`config.mk`:
```
export PLATFORM = sky130hd
export DESIGN_NAME = rts_ctrl
export DESIGN_NICKNAME = d
export VERILOG_FILES = /design/src/design/rts_pkg.sv /design/src/design/rts_ctrl.sv
export SDC_FILE = /design/constraint.sdc
export NUM_CORES = 1
export LEC_CHECK = 0
export BUFFER_PORTS_ARGS = -buffer_cell sky130_fd_sc_hd__buf_2
export CORE_AREA = 5 5 42 44
export DETAILED_ROUTE_END_ITERATION = 8
export DIE_AREA = 0 0 47 49
export PLACE_DENSITY = 0.48
export SLEW_MARGIN = 20
export SYNTH_ARGS = -nofsm -noshare
export SYNTH_HDL_FRONTEND = slang
export SYNTH_SLANG_ARGS = --single-unit
```
`constraint.sdc`:
```
create_clock -name clk -period 3.7 [get_ports clk]
set_clock_uncertainty 0.15 [all_clocks]
set_input_delay 0.37 -clock clk [delete_from_list [all_inputs] [get_ports clk]]
set_output_delay 0.37 -clock clk [all_outputs]
set_load 0.01 [all_outputs]
```
`src/design/rts_pkg.sv`:
```
package rts_pkg;
	localparam int TASK_SLOTS  = 32;
	localparam int QUEUE_COUNT = 8;
	localparam int CPU_COUNT   = 8;
	localparam int SLOT_W  = $clog2(TASK_SLOTS);
	localparam int QUEUE_W = 3;

	localparam logic [1:0] ST_OK       = 2'd0;
	localparam logic [1:0] ST_NOT_RUN  = 2'd1;
	localparam logic [1:0] ST_FULL     = 2'd2;
	localparam logic [1:0] ST_NONE     = 2'd3;

	localparam logic [1:0] POL_NORMAL   = 2'd0;
	localparam logic [1:0] POL_FIFO     = 2'd1;
	localparam logic [1:0] POL_RR       = 2'd2;
	localparam logic [1:0] POL_DEADLINE = 2'd3;

	// Commands from the controller to the datapath.
	typedef struct packed {
		logic load;      // capture the input item
		logic write;     // write the enqueue into the free slot
		logic scan_clr;  // clear best-so-far registers
		logic scan_step; // compare the slot under the scan pointer
		logic remove;    // clear the valid bit of the winner
		logic finish;    // load the result register
	} rts_cmd_t;

	// Status from the datapath to the controller.
	typedef struct packed {
		logic is_deq;
		logic runnable;
		logic has_free;
		logic scan_last;
		logic found;
	} rts_sts_t;
endpackage

```
`src/design/rts_ctrl.sv`:
```
module rts_ctrl (
	input  logic              clk,
	input  logic              arst_n,
	input  logic              in_valid,
	output logic              in_stall,
	input  logic              out_stall,
	output logic              out_valid,
	input  rts_pkg::rts_sts_t sts,
	output rts_pkg::rts_cmd_t cmd
);
	import rts_pkg::*;

	typedef enum logic [4:0] {
		S_IDLE  = 5'b00001,
		S_DEC   = 5'b00010,
		S_SCAN  = 5'b00100,
		S_DONE  = 5'b01000,
		S_OUT   = 5'b10000
	} state_t;

	state_t state_q, state_d;

	assign in_stall  = (state_q != S_IDLE);
	assign out_valid = (state_q == S_OUT);

	always_comb begin
		state_d = state_q;
		cmd = '0;
		case (state_q)
			S_IDLE: begin
				if (in_valid) begin
					cmd.load = 1'b1;
					state_d = S_DEC;
				end
			end
			S_DEC: begin
				if (sts.is_deq) begin
					cmd.scan_clr = 1'b1;
					state_d = S_SCAN;
				end else begin
					cmd.write = sts.runnable && sts.has_free;
					cmd.finish = 1'b1;
					state_d = S_OUT;
				end
			end
			S_SCAN: begin
				cmd.scan_step = 1'b1;
				if (sts.scan_last) state_d = S_DONE;
			end
			S_DONE: begin
				cmd.remove = sts.found;
				cmd.finish = 1'b1;
				state_d = S_OUT;
			end
			S_OUT: begin
				if (!out_stall) state_d = S_IDLE;
			end
			default: state_d = S_IDLE;
		endcase
	end

	always_ff @(posedge clk or negedge arst_n) begin
		if (!arst_n) state_q <= S_IDLE;
		else state_q <= state_d;
	end

	a_onehot: assert property (@(posedge clk) disable iff (!arst_n) $onehot(state_q))
		else $error("state not one-hot");
	a_out_hold: assert property (@(posedge clk) disable iff (!arst_n)
		out_valid && out_stall |=> out_valid) else $error("result dropped");
	a_no_accept_busy: assert property (@(posedge clk) disable iff (!arst_n)
		cmd.load |-> state_q == S_IDLE) else $error("accept while busy");
endmodule

```
==> flow_metrics.tcl, run 1 <==
set metrics [dict create \
    status "finished clean" \
    htreeDepth 1 \
    num_rows 14 \
    fin_crit_sh_pct 53.26 \
    peakVddDrop_uv 275.3 \
    via_per_inst 4.521 \
    syn_area_um2 335.3 \
    clkSlewWorstSetupHoldPaths_ns 0.04 \
    largest_reg_flops 5 \
    cp-start-kind "flip-flop" \
    place_ws_ns 1.985 \
    min_path_type "input port to flip-flop" \
    setup_ws_ns 1.730 \
    rr_endpoint "state_q[3]" \
    pin_count 17 \
    yosys-top-cells-area "dfrtp_1 (30%), dfstp_2 (7.8%), nor2_1 (6.7%)" \
    port-buffer-count 16 \
    cts_tree "done" \
    top_regs "state_q (5)" \
    ff2ff_path_depth 3 \
    synth_seq_area_share_pct 37.69 \
    initialDrtViolationCount 6 \
    worst_pin_slew_ns 0.2721 \
    multi_input_area_um2 175.2 \
    hold_viol_final 0 \
    synth_fp_nets 47 \
    setup_violations 0 \
    regMostFlops "state_q" \
    drc 0 \
    synth_flop_cell "dfrtp_1" \
    clock_latency_ns 0.24 \
    die_w_um 47 \
    cts-root-buf "clkbuf_4" \
    routedWlPerCell_um 10.75 \
    hold_buffers 1 \
    grt_use_total_pct 8.563 \
    nets 67 \
    critPathMaxFanout 8 \
    end_kind "output pin" \
    fillers 159 \
    synth_edf_count 0 \
    path_class "flip-flop to output pin" \
    critPathRequiredTime_ns 3.18 \
    period_needed_ns 1.970 \
    start_util_pct 23.93 \
    die_area_um2 2303 \
    startpoint "state_q[4]" \
    antenna_found_initial 0 \
    grt_pass1_vias 350 \
    fin_setup_tns_ns 0 \
    place_congestion 0.6739 \
    overflow 0 \
    post_cts_buffers 0 \
    power_leakage_nw 0.2367 \
    relSlewSlack_pct 81.62 \
    core_um2 1401 \
    die_h_um 49 \
    r2r_setup_slack_ns 2.28 \
    vias 330 \
    drive_gt1_share_pct 40.35 \
    reg2reg_from "state_q[4]" \
    crit_arrival_ns 1.45 \
    synthArstFlopShare_pct 100.0 \
    synth_top_cell_by_area "dfrtp_1" \
    drt_pre_antenna_iters 4 \
    endpoint "cmd[2]" \
    synth.top_cell.area_share_pct 29.85 \
    antenna_left 0 \
    ys_seq_elements 5 \
    rsz0062_at_grt "no" \
    syn_area_per_cell_um2 8.824 \
    maxCapViolations 0 \
    syn-instance-count 38 \
    max_freq_ghz 0.5075 \
    cts_max_path_buffers 2 \
    totalWireLength_um 785 \
    n_antenna_cell 0 \
    ys_warn_count 0 \
    cts_sinks 5 \
    synth_cell_type_count 26 \
    numCtsBuffers 3 \
    grt_pass1_wl_um 1449 \
    cts_resized 0 \
    seq_area_um2 126.4 \
    final-max-slew-violation-count 0 \
    grt_max_degree 11 \
    pwr_density_cell_nw_per_um2 542.2 \
    hpwl_um 616.2 \
    syn_to_final_growth_pct 33.96 \
]
[synth_stat cells, types with 2 or more instances]
library cell / count
nor2_1: 6
dfrtp_1: 4
and4_1: 2
inv_1: 2
nand2_1: 2
nor2b_1: 2
[how the worst min path moves through the flow]
| stage | startpoint | end | slack (ns) | cells after the start |
|---|---|---|---|---|
| after floorplan | arst_n | state_q[1] | -0.08 | 0 |
| after global routing | sts[1] | state_q[2] | 0.18 | 2 |
| after detailed placement | arst_n | state_q[2] | 0.04 | 1 |
| after CTS | sts[1] | state_q[2] | 0.17 | 2 |
| after global placement | arst_n | state_q[2] | 0.04 | 1 |
| final | sts[1] | state_q[2] | 0.17 | 2 |
[report_power, final]
group	internal [mW]	total [mW]	switching (mW)	leakage (nW)
Clock	0.0406	0.0609	0.0203	0.0150
Combinational	0.0411	0.0855	0.0444	0.157
Sequential	0.0713	0.0971	0.0258	0.0651
Total	0.153	0.244	0.0905	0.237
[metrics by stage]
stage	instance area, µm²	power, mW	cells	hold WS [ns]	utilization, %
final	449.2	0.2435	73	0.1747	32.05
after global routing	449.2	0.2642	73	0.1751	32.05
after CTS	449.2	0.2471	73	0.1695	32.05
after detailed placement	412.9	0.1827	68	0.03817	29.46
after global placement	412.9	0.1838	68	0.03748	29.46
after floorplan	335.3	0.1623	38	-0.07559	-
[metal layers]
| layer | wire [µm] | up-vias | track usage, % |
|---|---|---|---|
| met3 | 75 | 0 | 6.273 |
| met1 | 337 | 145 | 10.04 |
| met2 | 372 | 10 | 12.67 |
| met5 | 0 | - | 0 |
| li1 | - | 175 | - |
| met4 | 0 | 0 | 1.382 |
[area by class of cell]
type	instances	share of cell area (%)
Multi-Input combinational cell	28	39.00
Timing Repair Buffer	17	20.06
Inverter	3	2.507
Sequential cell	5	28.13
Clock buffer	4	5.850
Tap cell	16	4.457
[layout by cell type, fill, tap and decap left out, types with 2 or more instances in the layout]
master | netlist | layout
clkbuf_4 | 0 | 3
and4_1 | 2 | 2
buf_2 | 0 | 16
nand2_1 | 2 | 2
inv_1 | 2 | 2
dfrtp_1 | 4 | 4
nor2_1 | 6 | 6
nor2b_1 | 2 | 2
[kinds of logic (layout without fill, tap and decap cells)]
group                  count (synthesis)  count (layout)  synth area share [%]
AO/OA/AOI/OAI                          6               6                 13.43
buffers and inverters                  5              24                 10.07
flip-flops                             5               5                 37.69
AND/OR/NAND/NOR                       22              22                 38.81
[worst max-delay path, cell delays in order (launching register included)]
cell and delay [ns]:
dfrtp_1 0.44, or4_4 0.59, inv_2 0.07, buf_2 0.12
(Power assumes the default switching activity.)
==> run 2: changes to the inputs <==
- clock period: 3.7 -> 2.04 ns (I/O delays scaled with it)
==> run 2 against run 1 <==
Effect of this change: die area did not move; clock power rose by 87%; setup slack got worse by 1.5 ns; hold slack got worse by 0.17 ns; via count rose by 3.3%; non-clock buffer count did not move; routed wire length fell by 0.13%; global-route usage rose by 0.21 points; combinational power rose by 79%; count of clock-buffer cells in the layout did not move; sequential share of layout area did not move; critical path type unchanged; highest routed layer unchanged.
==> flow_metrics.tcl, run 2 (synthesis gave the netlist of run 1 again) <==
set metrics [dict create \
    status "finished clean" \
    cts_max_path_buffers 2 \
    n_antenna_cell 0 \
    path_cells "or4_4, inv_2, buf_2" \
    htreeDepth 1 \
    p_switching_mw 0.1659 \
    final_core_util_pct 32.05 \
    die_h_um 49 \
    place_congestion 0.6738 \
    vias 341 \
    combPwrFrac_pct 34.6 \
    post_cts_buffers 0 \
    relSlewSlack_pct 82.13 \
    antenna_left 0 \
    fin_crit_sh_pct 89.13 \
    final_cell_mix "buf_2 (16), nor2_1 (6), dfrtp_1 (4)" \
    top_regs "state_q (5)" \
    hold_viol_final 0 \
    drt_pre_antenna_iters 2 \
    stdcell_area_um2 449.2 \
    max_stage_delay_ns 0.59 \
    setup_ws_ns 0.2218 \
    pwr-share-clk_pct 25.6 \
    power_leakage_nw 0.2367 \
    initialDrtViolationCount 4 \
    largest_reg_flops 5 \
    setup_violations 0 \
    dpl_cell_area_um2 412.9 \
    fillers 174 \
    maxCapViolations 0 \
    grt_pass1_wl_um 1442 \
    r2r_setup_slack_ns 0.61 \
    max_freq_ghz 0.5500 \
    die_area_um2 2303 \
    crit_arrival_ns 1.46 \
    end_kind "output pin" \
    layout_commonest_cell "buf_2" \
    pwr-share-seq_pct 39.8 \
    clkSlewWorstSetupHoldPaths_ns 0.04 \
    rsz0062_at_grt "no" \
    critPathMaxFanout 8 \
    peakVddDrop_uv 527.1 \
    pin_count 17 \
    nets 67 \
    core_um2 1401 \
    fin_setup_tns_ns 0 \
    cts-root-buf "clkbuf_4" \
    clock_latency_ns 0.24 \
    swShare_pct 37.39 \
    totalWireLength_um 784 \
    cts_resized 0 \
    grt_max_degree 11 \
    regMostFlops "state_q" \
    drc 0 \
    overflow 0 \
    drive_gt1_share_pct 40.35 \
    grt_pass1_vias 347 \
    syn_to_final_growth_pct 33.96 \
    numCtsBuffers 3 \
    die_w_um 47 \
    cts_tree "done" \
    num_rows 14 \
    grt_use_total_pct 8.776 \
    power_mw 0.4436 \
    period_needed_ns 1.818 \
    critPathRequiredTime_ns 1.69 \
    start_util_pct 23.93 \
    path_class "flip-flop to output pin" \
    pwr_density_cell_nw_per_um2 987.6 \
    internal_power_mw 0.2777 \
    min_path_type "input port to flip-flop" \
    hpwl_um 617.4 \
    port-buffer-count 16 \
    final-max-slew-violation-count 0 \
    cp-start-kind "flip-flop" \
    antenna_found_initial 0 \
    worst_pin_slew_ns 0.2646 \
    slowest_stage "or4_4" \
    cts_sinks 5 \
    routedWlPerCell_um 10.74 \
    place_ws_ns 0.4849 \
    via_per_inst 4.671 \
]
==> run 2: per-stage QoR <==
step | std cells | hold slack, ns
2_1_floorplan | 38 | -0.2416
3_3_place_gp | 68 | -0.1285
6_report | 73 | 0.006516
3_5_place_dp | 68 | -0.1293
5_1_grt | 73 | 0.005883
4_1_cts | 73 | 0.005399
==> run 2: power groups by stage <==
stage / Sequential [mW] / Clock (mW) / Combinational [mW]
2_1_floorplan: 0.156 / 0 / 0.139
3_3_place_gp: 0.177 / 0 / 0.157
3_5_place_dp: 0.178 / 0 / 0.155
4_1_cts: 0.176 / 0.117 / 0.157
5_1_grt: 0.184 / 0.129 / 0.172
6_report: 0.177 / 0.114 / 0.153
==> run 2: final cells by class <==
cell class,count,area (µm²),share of cell area (%)
Clock buffer,4,26.28,5.850
Tap cell,16,20.02,4.457
Sequential cell,5,126.4,28.13
Inverter,3,11.26,2.507
Timing Repair Buffer,17,90.09,20.06
Multi-Input combinational cell,28,175.2,39.00
==> run 2: final timing paths <==
kind,startpoint,cells after the start,endpoint
max,state_q[4],3,cmd[2]
min,sts[1],2,state_q[2]
max reg2reg,state_q[4],3,state_q[3]
min reg2reg,state_q[2],1,state_q[4]
max in group asynchronous,arst_n,2,state_q[0]
min in group asynchronous,arst_n,2,state_q[4]
==> run 2: repair_timing <==
item | in CTS | in global routing
hold buffers | 1 | 0
setup endpoints to repair | 0 | 0
endpoints found under the hold margin | 5 | 0
==> run 2: metal layers <==
layer | wire length [µm] | track usage [%] | up-vias
met5 | 0 | 0 | -
met4 | 0 | 1.382 | 0
met3 | 86 | 7.011 | 0
met2 | 386 | 12.67 | 11
met1 | 311 | 10.27 | 157
li1 | - | - | 173
==> run 2: critical path, delay by kind of cell, from the launching register on <==
family        cells  cell delay (ns)
simple gates      1             0.59
flops             1             0.45
buf+inv           2             0.19
==> run 3: changes to the inputs <==
- clock period: 2.04 -> 1.8 ns (I/O delays scaled with it)
==> run 3 against run 2 <==
Effect of this change: sequential power rose by 16%; sequential cell count did not move; routed wire length grew 11%; non-clock buffer count increased by 4; setup slack lost 0.17 ns; core utilization rose by 3.9 points; sequential share of layout area shrank 2.3 points; via count grew 7.0%; combinational power up 28%; critical path depth rose by 1; cell count rose by 5.5%; hold slack improved by 0.031 ns.
==> flow_metrics.tcl, run 3 (synthesis gave the netlist of run 1 again) <==
set metrics [dict create \
    endpoint "cmd[2]" \
    totalWireLength_um 872 \
    num_rows 14 \
    grt_use_total_pct 9.110 \
    routedWlPerCell_um 11.32 \
    fillers 162 \
    critPathRequiredTime_ns 1.47 \
    die_w_um 47 \
    slowest_stage "or4_4" \
    cts-root-buf "clkbuf_4" \
    top_regs "state_q (5)" \
    max_freq_ghz 0.5715 \
    clock_latency_ns 0.24 \
    path_cells "nand2b_1, or4_4, inv_2, buf_6" \
    pwr_density_cell_nw_per_um2 1050 \
    path_class "flip-flop to output pin" \
    start_util_pct 23.93 \
    core_um2 1401 \
    grt_pass1_wl_um 1524 \
    hpwl_um 652 \
    startpoint "state_q[3]" \
    hold_viol_final 0 \
    drc 0 \
    nets 71 \
    pwr-share-seq_pct 38.9 \
    relSlewSlack_pct 81.92 \
    syn_to_final_growth_pct 50.37 \
    reg2reg_from "state_q[3]" \
    p_switching_mw 0.1977 \
    peakVddDrop_uv 666.0 \
    place_congestion 0.6738 \
    place_inst 68 \
    die_area_um2 2303 \
    maxCapViolations 0 \
    regMostFlops "state_q" \
    ff2ff_path_depth 4 \
    setup_violations 0 \
    cts_max_path_buffers 2 \
    final-max-slew-violation-count 0 \
    pin_count 17 \
    r2r_setup_slack_ns 0.38 \
    fin_crit_sh_pct 97.21 \
    period_needed_ns 1.750 \
    grt_max_degree 11 \
    vias 365 \
    internal_power_mw 0.3319 \
    drive_gt1_share_pct 50.82 \
    pwr-share-clk_pct 24.1 \
    grt_pass1_vias 377 \
    power_leakage_nw 0.2591 \
    n_antenna_cell 0 \
    cts_tree "done" \
    final_cell_mix "buf_2 (15), nor2_1 (5), clkbuf_4 (3), buf_4 (3), dfrtp_2 (3)" \
    rsz0062_at_grt "yes" \
    holdPathStages 3 \
    htreeDepth 1 \
    via_per_inst 4.740 \
    hold_ws_ns 0.03797 \
    crit_arrival_ns 1.42 \
    port-buffer-count 16 \
    largest_reg_flops 5 \
    antenna_left 0 \
    clkSlewWorstSetupHoldPaths_ns 0.04 \
    stdcell_area_um2 504.2 \
    max_stage_delay_ns 0.44 \
    final_cells 77 \
    end_kind "output pin" \
    layout_commonest_cell "buf_2" \
    worst_pin_slew_ns 0.2677 \
    status "finished clean" \
    cp-start-kind "flip-flop" \
    power_mw 0.5297 \
    antenna_found_initial 0 \
    rr_endpoint "state_q[3]" \
    numCtsBuffers 3 \
    dpl_cell_area_um2 412.9 \
    initialDrtViolationCount 1 \
    die_h_um 49 \
    min_path_type "input port to flip-flop" \
    critPathMaxFanout 4 \
    cts_sinks 5 \
    swShare_pct 37.33 \
    drt_pre_antenna_iters 2 \
    combPwrFrac_pct 36.9 \
    overflow 0 \
]
run 3: routing by layer:
metal  GRT usage, %  share of wire [%]  up-vias  wire [µm]
met5              0                  0        -          0
met4          1.382                  0        0          0
met3          7.011                9.2        0         80
met2          13.35                 50       12        434
met1          10.64                 41      170        357
li1               -                  -      183          -
run 3: critical path: cells and delay by family, from the launching register on:
kind | cells | cell delay [ns]
flops | 1 | 0.43
buf+inv | 2 | 0.17
simple gates | 2 | 0.58
run 3: power by group through the flow:
stage	sequential (mW)	combinational, mW	clock (mW)
2_1_floorplan	0.177	0.157	0
3_3_place_gp	0.200	0.177	0
3_5_place_dp	0.202	0.178	0
4_1_cts	0.201	0.183	0.134
5_1_grt	0.213	0.221	0.142
6_report	0.206	0.196	0.128
run 3: area by class of cell:
cell class	instances	area, µm²	share of cell area, %
inverters	3	11.26	2.233
repair buffers	21	128.9	25.56
clock buffers	4	26.28	5.211
well taps	16	20.02	3.970
flip-flops and latches	5	130.1	25.81
multi-input cells	28	187.7	37.22
run 3: stage by stage:
stage,setup WS [ns],utilization [%],setup TNS [ns]
4_1_cts,0.01431,32.86,0
3_5_place_dp,0.2654,29.46,0
5_1_grt,-0.01710,35.98,-0.02126
3_3_place_gp,0.2873,29.46,0
6_report,0.05031,35.98,0
2_1_floorplan,0.3954,-,0
run 3: timing repair:
item,in CTS,in global routing
setup endpoints to repair,1,4
gates resized for setup,1,6
pin swaps,0,0
hold buffers,2,0
buffers inserted,0,3
endpoints found under the hold margin,6,0
run 3: how the worst min path moves through the flow:
| stage | from | endpoint | slack, ns |
|---|---|---|---|
| floorplan | arst_n | state_q[1] | -0.27 |
| global placement | arst_n | state_q[2] | -0.15 |
| detailed placement | arst_n | state_q[2] | -0.15 |
| CTS | in_valid | state_q[1] | 0.04 |
| global route | in_valid | state_q[1] | 0.04 |
| finish | in_valid | state_q[1] | 0.04 |
